<file path="config.mk">
export PLATFORM = sky130hd
export DESIGN_NAME = lru_key_value_cache
export DESIGN_NICKNAME = d
export VERILOG_FILES = /design/src/design/lkvc_pkg.sv /design/src/design/lru_key_value_cache.sv /design/src/design/lkvc_cell.sv
export SDC_FILE = /design/constraint.sdc
export NUM_CORES = 2
export LEC_CHECK = 0
export BUFFER_PORTS_ARGS = -buffer_cell sky130_fd_sc_hd__clkbuf_2
export CORE_UTILIZATION = 35
export CTS_CLUSTER_DIAMETER = 120
export DETAILED_ROUTE_END_ITERATION = 8
export HOLD_SLACK_MARGIN = 0.15
export PLACE_DENSITY = 0.56
export SLEW_MARGIN = 20
export SYNTH_ARGS = -nofsm -noshare
export SYNTH_HDL_FRONTEND = slang
export SYNTH_SLANG_ARGS = --single-unit
</file>
<file path="constraint.sdc">
create_clock -name clk -period 12.94 [get_ports clk]
set_input_delay 0.647 -clock clk [delete_from_list [all_inputs] [get_ports clk]]
set_output_delay 0.647 -clock clk [all_outputs]
set_load 0.02 [all_outputs]
</file>
<file path="src/design/lkvc_pkg.sv">
// shared types and constants for the lru key-value cache
`timescale 1ns / 1ps
`default_nettype none

package lkvc_pkg;

    localparam int KEY_W = 32;
    localparam int VAL_W = 32;
    localparam int CAP_W = 5;

    // operation codes carried in tuser
    localparam logic FUNC_GET = 1'b0;
    localparam logic FUNC_SET = 1'b1;

    localparam logic [CAP_W-1:0] CAP_RESET  = 5'd16;
    localparam logic [VAL_W-1:0] MISS_VALUE = '1;
    localparam logic [VAL_W-1:0] SET_VALUE  = '0;

    // one entry as it moves along the recency chain
    typedef struct packed {
        logic [KEY_W-1:0] key;
        logic [VAL_W-1:0] value;
        logic             valid;
    } link_t;

endpackage

`default_nettype wire

</file>
<file path="src/design/lru_key_value_cache.sv">
// lru key-value cache top level: request channel, result channel, capacity register
`timescale 1ns / 1ps
`default_nettype none

// fully associative key-value store with least-recently-used replacement.
// requests arrive on the s_ channel: tuser is the operation (get or set),
// tdata carries key and value. every request gives exactly one result
// transaction on the m_ channel: tuser is the hit flag, tdata the read value
// (stored value on a get hit, all ones on a get miss, zero for any set).
// entries live in a row of cells ordered by recency, position 0 most recent;
// a hit or an insert loads the front cell and shifts the cells in front of
// the hit (or of the free/evicted position) back by one, all in the same cycle.
// the result is held in an output register and appears in the cycle
// after the request is taken; one request per cycle is sustained while the
// receiver keeps m_tready high. while the receiver stalls a new request is
// taken only if that register is empty. reset empties every cell and
// restores cap_reg to 16. capacity is written through cfg_wen/cfg_wdata;
// the user must write it only while idle, which the block does not enforce.
// 0 acts as 1, values above MAX_ENTRIES act as MAX_ENTRIES, and lowering it
// below the occupancy keeps the existing entries.
module lru_key_value_cache
#(
    parameter int MAX_ENTRIES = 16
)
(
    input  wire logic                          clk,
    input  wire logic                          rst_n,
    // request: tdata = key [31:0], value [63:32]; tuser = func
    input  wire logic                          s_tvalid,
    output logic                               s_tready,
    input  wire logic [63:0]                   s_tdata,
    input  wire logic                          s_tuser,
    // result: tdata = read_value [31:0]; tuser = hit
    output logic                               m_tvalid,
    input  wire logic                          m_tready,
    output logic [31:0]                        m_tdata,
    output logic                               m_tuser,
    // capacity register
    input  wire logic                          cfg_wen,
    input  wire logic [lkvc_pkg::CAP_W-1:0]    cfg_wdata
);

    localparam int OCC_W = $clog2(MAX_ENTRIES + 1);
    localparam int CMP_W = (OCC_W > lkvc_pkg::CAP_W) ? OCC_W : lkvc_pkg::CAP_W;
    localparam logic [CMP_W-1:0] MAX_CMP = CMP_W'(MAX_ENTRIES);

    // request fields
    logic [lkvc_pkg::KEY_W-1:0] req_key;
    logic [lkvc_pkg::VAL_W-1:0] req_value;
    logic                       req_func;
    logic                       accept;

    assign req_key   = s_tdata[lkvc_pkg::KEY_W-1:0];
    assign req_value = s_tdata[lkvc_pkg::KEY_W +: lkvc_pkg::VAL_W];
    assign req_func  = s_tuser;
    assign s_tready  = !m_tvalid || m_tready;
    assign accept    = s_tvalid && s_tready;

    // capacity and occupancy
    logic [lkvc_pkg::CAP_W-1:0] cap_reg;
    logic [OCC_W-1:0]           occ_reg;
    logic [OCC_W-1:0]           occ_next;
    logic [CMP_W-1:0]           cap_ext;
    logic [CMP_W-1:0]           eff_cap;
    logic                       full;

    always_comb
    begin
        cap_ext = CMP_W'(cap_reg);
        if (cap_ext == '0)
        begin
            eff_cap = CMP_W'(1);
        end
        else if (cap_ext > MAX_CMP)
        begin
            eff_cap = MAX_CMP;
        end
        else
        begin
            eff_cap = cap_ext;
        end
    end

    assign full = CMP_W'(occ_reg) >= eff_cap;

    always_ff @(posedge clk or negedge rst_n)
    begin
        if (!rst_n)
        begin
            cap_reg <= lkvc_pkg::CAP_RESET;
        end
        else if (cfg_wen)
        begin
            cap_reg <= cfg_wdata;
        end
    end

    // cell chain: link 0 is the incoming entry, link i+1 the output of cell i
    lkvc_pkg::link_t            links [0:MAX_ENTRIES];
    logic [MAX_ENTRIES:0]       carry;
    logic [MAX_ENTRIES-1:0]     match;
    logic                       hit_any;
    logic [lkvc_pkg::VAL_W-1:0] hit_value;
    logic                       front_load;
    logic                       insert;

    assign hit_any = |match;

    // at most one cell matches, so an or of the masked values picks it
    always_comb
    begin
        hit_value = '0;
        for (int i = 0; i < MAX_ENTRIES; i++)
        begin
            hit_value = hit_value | (match[i] ? links[i+1].value : '0);
        end
    end

    // front cell gets the key with the new value on a set, its own value on a get hit
    assign links[0].key   = req_key;
    assign links[0].value = (req_func == lkvc_pkg::FUNC_SET) ? req_value : hit_value;
    assign links[0].valid = 1'b1;

    assign front_load = accept && ((req_func == lkvc_pkg::FUNC_SET) || hit_any);
    assign carry[0]   = front_load;
    assign insert     = accept && (req_func == lkvc_pkg::FUNC_SET) && !hit_any && !full;

    generate
        for (genvar g = 0; g < MAX_ENTRIES; g++)
        begin : g_cell
            logic next_valid;

            if (g == MAX_ENTRIES - 1)
            begin : g_end
                assign next_valid = 1'b0;
            end
            else
            begin : g_mid
                assign next_valid = links[g+2].valid;
            end

            lkvc_cell u_cell
            (
                .clk        (clk),
                .rst_n      (rst_n),
                .req_key    (req_key),
                .hit_any    (hit_any),
                .full       (full),
                .prev_link  (links[g]),
                .next_valid (next_valid),
                .carry_in   (carry[g]),
                .link       (links[g+1]),
                .match      (match[g]),
                .carry_out  (carry[g+1])
            );
        end
    endgenerate

    always_comb
    begin
        occ_next = occ_reg;
        if (insert)
        begin
            occ_next = occ_reg + OCC_W'(1);
        end
    end

    always_ff @(posedge clk or negedge rst_n)
    begin
        if (!rst_n)
        begin
            occ_reg <= '0;
        end
        else
        begin
            occ_reg <= occ_next;
        end
    end

    // result register
    logic                       out_valid_reg;
    logic                       out_hit_reg;
    logic [lkvc_pkg::VAL_W-1:0] out_data_reg;
    logic [lkvc_pkg::VAL_W-1:0] out_data_next;

    always_comb
    begin
        if (req_func == lkvc_pkg::FUNC_SET)
        begin
            out_data_next = lkvc_pkg::SET_VALUE;
        end
        else if (hit_any)
        begin
            out_data_next = hit_value;
        end
        else
        begin
            out_data_next = lkvc_pkg::MISS_VALUE;
        end
    end

    always_ff @(posedge clk or negedge rst_n)
    begin
        if (!rst_n)
        begin
            out_valid_reg <= 1'b0;
        end
        else if (accept)
        begin
            out_valid_reg <= 1'b1;
        end
        else if (m_tready)
        begin
            out_valid_reg <= 1'b0;
        end
    end

    always_ff @(posedge clk)
    begin
        if (accept)
        begin
            out_hit_reg  <= hit_any;
            out_data_reg <= out_data_next;
        end
    end

    assign m_tvalid = out_valid_reg;
    assign m_tuser  = out_hit_reg;
    assign m_tdata  = out_data_reg;

endmodule

`default_nettype wire

</file>
<file path="src/design/lkvc_cell.sv">
// one recency position of the lru chain: holds an entry and shifts it on
`timescale 1ns / 1ps
`default_nettype none

module lkvc_cell
(
    input  wire logic                        clk,
    input  wire logic                        rst_n,
    input  wire logic [lkvc_pkg::KEY_W-1:0]  req_key,
    input  wire logic                        hit_any,
    input  wire logic                        full,
    input  wire lkvc_pkg::link_t             prev_link,
    input  wire logic                        next_valid,
    input  wire logic                        carry_in,
    output lkvc_pkg::link_t                  link,
    output logic                             match,
    output logic                             carry_out
);

    logic                       valid_reg;
    logic [lkvc_pkg::KEY_W-1:0] key_reg;
    logic [lkvc_pkg::VAL_W-1:0] value_reg;
    logic                       stop;

    assign link  = '{key: key_reg, value: value_reg, valid: valid_reg};
    assign match = valid_reg && (key_reg == req_key);

    // chain stops at the hit, at the first free cell, or at the last entry when full
    always_comb
    begin
        if (hit_any)
        begin
            stop = match;
        end
        else if (full)
        begin
            stop = valid_reg && !next_valid;
        end
        else
        begin
            stop = !valid_reg;
        end
    end

    assign carry_out = carry_in && !stop;

    always_ff @(posedge clk or negedge rst_n)
    begin
        if (!rst_n)
        begin
            valid_reg <= 1'b0;
        end
        else if (carry_in)
        begin
            valid_reg <= prev_link.valid;
        end
    end

    always_ff @(posedge clk)
    begin
        if (carry_in)
        begin
            key_reg   <= prev_link.key;
            value_reg <= prev_link.value;
        end
    end

endmodule

`default_nettype wire

</file>
# After elaboration in Yosys (flattened, before gate mapping)
# Index checks and enable logic that the tools add are counted.
# totals
in_bits	75
regBits	1084
word_cells	229
output_inout_bits	35
# op_classes
n_eq_ne	16
reduce_logical	90
n_bitwise	15
addsub	1
n_lt_le_gt_ge	2
mux	52
# ops
cell	n
32-bit two-way mux	18
32-bit == test	16
32-bit OR	15
1-bit logical AND	51
1-bit logical NOT	34
1-bit two-way mux	32
16-bit OR reduction	1
5-bit two-way mux	2
5-bit by 1-bit adder with 5-bit output, second input constant	1
5-bit greater-or-equal comparator	1
5-bit > comparator, second input constant	1
5-bit logical NOT	1
1-bit logical OR	2
2-bit nonzero test	1

# Logic depth before layout (Yosys ltp)
# depth
depth_word	22
depth_mapped	15
depth_no_buf	14

# Cells and area by module
# From an unflattened synthesis, not the netlist that was laid out.
# hier_totals
hier_cells	2482
area_unflattened_um2	42833.6
# by_module_without_submodules
mod	seq_area_each_um2	area_per_inst_um2	instances	cells_per_inst
lkvc_cell	1946.9	2357.3	16	117
lru_key_value_cache	1267.5	5117.4	1	610

# Worst setup path before layout
# No wires, ideal clock.
# synth_timing
path_kind	in2reg
start	in m_tready
end	reg g_cell[9].u_cell.key_reg[0] (netlist name) (enable)
path_stages	8
arrival_time_ps	9960
slack_ps	2297
cell_sequence	nand2b_1 -> and2_1 -> nand2_1 -> a211oi_1 -> mux2i_1 -> or3_4 -> buf_4 -> a2111oi_1
# synth_between
elab_chain_cells	12
# synth_rtl
element	line	source
from (decl)	lru_key_value_cache.sv:35	input wire logic m_tready,
1-bit logical OR	lru_key_value_cache.sv:56	assign s_tready = !m_tvalid || m_tready;
1-bit logical AND	lru_key_value_cache.sv:57	assign accept = s_tvalid && s_tready;
net accept	lru_key_value_cache.sv:51	logic accept;
1-bit logical AND	lru_key_value_cache.sv:124	assign front_load = accept && ((req_func == lkvc_pkg::FUNC_SET) || hit_any);
1-bit logical AND (9 in series)	lkvc_cell.sv:45	assign carry_out = carry_in && !stop;
net g_cell[8].u_cell.carry_out	lkvc_cell.sv:17	output logic carry_out
to (signal assigned)	lkvc_cell.sv:63	key_reg <= prev_link.key;
to (decl)	lkvc_cell.sv:21	logic [lkvc_pkg::KEY_W-1:0] key_reg;
# The timed path passes the listed nets, and every way through them passes these cells.
# A chain may end at the register's enable or synchronous reset.

# Worst setup path in the final report
# layout_timing
start	in s_tdata[13]
end	reg g_cell[14].u_cell.key_reg[31] (netlist name) (enable)
# layout_between
elab_chain_cells	19
elab_cells_between_ends	77
cone_classes	eq/ne (16); mux (14); reduce/logical (47)
# layout_rtl
element	line	source
from (decl)	lru_key_value_cache.sv:31	input wire logic [63:0] s_tdata,
32-bit == test	lkvc_cell.sv:26	assign match = valid_reg && (key_reg == req_key);
1-bit logical AND	lkvc_cell.sv:26	
16-bit OR reduction	lru_key_value_cache.sv:107	assign hit_any = |match;
1-bit two-way mux or 1-bit logical OR (tied branches)	lkvc_cell.sv:31, lru_key_value_cache.sv:124	
1-bit logical NOT or 1-bit logical AND (tied branches)	lkvc_cell.sv:45, lru_key_value_cache.sv:124	
1-bit logical AND (13 in series)	lkvc_cell.sv:45	
1-bit logical AND *	lkvc_cell.sv:45	
net g_cell[13].u_cell.carry_out	lkvc_cell.sv:17	
to (signal assigned)	lkvc_cell.sv:63	
to (decl)	lkvc_cell.sv:21	
# The timed path passes the listed nets; every way through them passes the cells marked *.

==> run_results.csv <==
group,metric,value,unit
power_and_ir_drop,total_power,7.98,mW
route,postRouteWirelength,116,mm
synthesis,yosys_warnings,0,
die,placementRows,128,
worst_hold_path,hold_path.class,"in2reg",
die,die_area,125000,um^2
die,die_w,354,um
timing,finalCriticalPeriod,6.13,ns
power_and_ir_drop,irDropWorstVdd,0.118,mV
clock_tree,clock_latency,0.72,ns
synthesis,synth_top_area_share,73.2,%
worst_hold_path,holdCritStartpoint,"s_tvalid",
die,initial_utilization,35.4,%
timing,maxClockFrequency,0.163,GHz
timing,final.period_utilization,47.4,%
grt,grt_remaining_overflow,0,
worst_hold_path,worstHoldPathCells,2,
setup_path,crit_arrival,6.42,ns
grt,global_route.usage.met3,3.34,%
place,dpl_worst_slack,6.04,ns
timing,min_setup_slack_post_route,6.81,ns
grt,grt_use_met2,30.6,%
timing,tightestPinTransition,1.18,ns
setup_path,worst-endpoint-required,13.22,ns
setup_path,critPathKind,"in2reg",
grt,grt_util_met1,23.0,%
synthesis,yosysUniqueCellTypes,57,
route,firstDrtPassIters,6,
job,max-cap-violations,0,
synthesis,synthesis.area,43400,um^2
route,antenna_violating_nets_remaining,0,
synthesis,post_synth_main_area_contributors,"edfxtp_1 (73%), xor2_1 (8.7%), a22oi_1 (2.2%)",
setup_path,path_buf_inv,3,
cells_and_area,finish.net_count,2829,
cells_and_area,diodes,0,
synthesis,postSynth.asyncResetShare,2.49,%
setup_path,critical-path-top-delay-family,"simple AND/OR/NAND/NOR gates",
die,die-height,354,um
clock_tree,h_tree_lvl_count,3,
die,design.portCount,110,
synthesis,synth_nets,2691,
timing,clock_skew,0.0830,ns
setup_path,crit_path_end_kind,"flop",
cells_and_area,mostFrequentLayoutCell,"edfxtp_1",
synthesis,synth_seq_area_share,74.7,%
place,hpwl,72.5,mm
setup_path,cpPeakStageDelay,0.82,ns
route,route.vias.total,23881,
grt,grt_start_max_net_pins,66,
setup_path,worst_path_max_delay_cell,"nor2_4",
setup_path,timing.critical_path.mode_cell,"buf_4",
setup_path,critical_path.cell_chain,"clkbuf_2 -> xor2_1 -> nor4_1 -> nand4_1 -> nor4_4 -> buf_4 -> nor4_2 -> nand4_2 -> nand2_1 -> and2_1 -> or4b_1 -> nor2_4 -> buf_4",
setup_path,rr_startpoint,"g_cell[7].u_cell.key_reg[21]$_DFFE_PP_",
synthesis,ys.flop_type,"edfxtp_1",
clock_tree,cts_made_buffers,113,
cells_and_area,final-instance-count-excl-fill,4470,
clock_tree,clock-root-buffer,"clkbuf_16",
synthesis,post-synth-top-area-cell,"edfxtp_1",
setup_path,cp-start-kind,"input pin",
route,vias_per_cell,5.34,
timing,final_hold_viol_count,0,
grt,grt_antenna_before_repair,0,
setup_path,worst-path-max-fanout,40,
timing,setup_viol,0,
setup_path,worstRegToRegCells,12,
place,finalWeightedCongestion,0.885,
clock_tree,tritoncts_clock_tree,"yes",
synthesis,syn_area_per_cell,16.6,um^2
clock_tree,cts_resized,0,
route,drc,0,
route,routed_wire_length_per_instance,26.0,um
timing,worst_case_headroom_to_the_max_slew_limit,21.0,%
clock_tree,clock_path_buffers,3,
cells_and_area,area_delta_synth_final,13.9,%
cells_and_area,finalCoreUtilization,40.4,%
synthesis,synth_edf_count,1057,
clock_tree,clock_sinks,1084,
synthesis,syn-instance-count,2610,
clock_tree,worst_setup_hold_path_clk_slew,0.06,ns
power_and_ir_drop,leakage,16.3,nW
grt,first_pass_grt_wire_length,169,mm
timing,finalMaxSlewViolations,0,
status,result_of_the_run,"completed",
place,number_of_cells_after_detailed_placement,4256,
timing,setup_repair_after_global_routing_missed_its_margin,"false",
grt,grt_pass1_vias,24852,
grt,global_router_s_overall_resource_usage,18.3,%
place,port-buffer-count,109,
die,fp.coreArea,122000,um^2
cells_and_area,fraction_of_final_layout_cells_sized_beyond_drive_strength_1,13.1,%
cells_and_area,layout.cells.most_common_list,"edfxtp_1 (1057), xor2_1 (432), a22oi_1 (128)",
setup_path,worst-r2r-setup-slack,6.90,ns
grt,globalRoute.busiestLayer,"met2",
synthesis,postSynthRegisterBits,1084,
route,first_iter_violations,2297,
setup_path,reg2reg_end,"g_cell[14].u_cell.key_reg[31]$_DFFE_PP_",
timing,totalNegativeSetupSlack,0,ns
worst_hold_path,worst_hold_path.endpoint,"m_tvalid$_DFFE_PN0P_",
power_and_ir_drop,power-per-cell-area,162,nW/um^2
==> kinds of logic (layout without fill, tap and decap cells) <==
logic type	after synthesis	count (layout)	synth area share (%)
AO/OA/AOI/OAI	367	367	6.23
XOR/XNOR	516	516	10.4
adder cells (fa/ha/maj)	6	6	0.173
buffers and inverters	181	416	2.21
flip-flops	1084	1084	74.7
multiplexers	19	19	0.482
AND/OR/NAND/NOR	437	437	5.75
==> worst max path at each step <==
stage	from	endpoint	slack, ns	depth (start not counted)
after floorplan	m_tready	g_cell[9].u_cell.key_reg[0]$_DFFE_PP_	2.30	8
after global placement	s_tdata[13]	g_cell[14].u_cell.key_reg[24]$_DFFE_PP_	6.10	13
after detailed placement	s_tdata[17]	g_cell[14].u_cell.key_reg[9]$_DFFE_PP_	6.04	13
after CTS	s_tdata[17]	g_cell[14].u_cell.key_reg[31]$_DFFE_PP_	6.76	13
after global routing	s_tdata[17]	g_cell[14].u_cell.key_reg[31]$_DFFE_PP_	6.51	13
final	s_tdata[13]	g_cell[14].u_cell.key_reg[31]$_DFFE_PP_	6.81	13
==> cell usage after synthesis (2+ instances only) <==
master    number
a221oi_1      64
nand3_1       87
mux2_1         3
a21o_1         2
nand4_2        2
buf_4         20
a211oi_1       3
nor2b_1        2
nor3_1        61
nor4_1       108
nand2_1       44
ha_1           6
buf_6         23
o21ai_0       10
nor4bb_1       2
nor4_4         7
and2_1         2
nor4_2         7
nor2_1        57
xnor2_1       84
a22oi_1      128
o31ai_1        2
nand4_1       37
nor3_2         3
xor2_1       432
mux2_2        12
edfxtp_1    1057
a22o_1        64
inv_1         43
a21oi_1       79
nand2b_1       7
buf_2         24
buf_1         14
nand3b_1       2
dfrtp_1       26
clkbuf_1      57
o21a_1         2
mux2i_1        4
or2_2          2
o211ai_1       4
==> report_power, final <==
part	switching, mW	internal (mW)	total, mW
logic	0.417	0.175	0.592
registers	0.135	4.11	4.25
clock network	1.37	1.77	3.14
total	1.92	6.06	7.98
==> timing repair <==
action / 4_1_cts / 5_1_grt
hold buffers: 1 / 0
setup buffers: 0 / 0
hold endpoints to repair: 26 / 0
==> worst register-to-register path, delay by kind of cell, from the launching register on <==
kind	cells	cell delay, ns
xor gates and xnor gates	1	0.16
buffers and inverters	2	1.38
DFF	1	0.40
and+or+nand+nor	9	3.61
==> routing by layer <==
metal | wire [um] | part of all wire [%]
met1 | 45300 | 39
met3 | 8860 | 7.6
met5 | 0 | 0
met2 | 56700 | 49
met4 | 5510 | 4.7
==> layout make-up <==
cell class | count | area, um^2
well taps | 1625 | 2030
flip-flops and latches | 1084 | 32400
inverters | 43 | 164
fillers | 11130 | 73000
clock inverters | 78 | 649
clock buffers | 134 | 2950
multi-input cells | 1345 | 10200
repair buffers | 161 | 1000
==> metrics by stage <==
stage                     hold WS (ns)  instance area [um^2]
after global placement           0.427                 45700
after detailed placement         0.433                 45800
after CTS                        0.166                 49400
after global routing             0.194                 49400
after floorplan                  0.351                 43400
final                            0.209                 49400
Note: power is estimated with default switching activity, not from simulation.
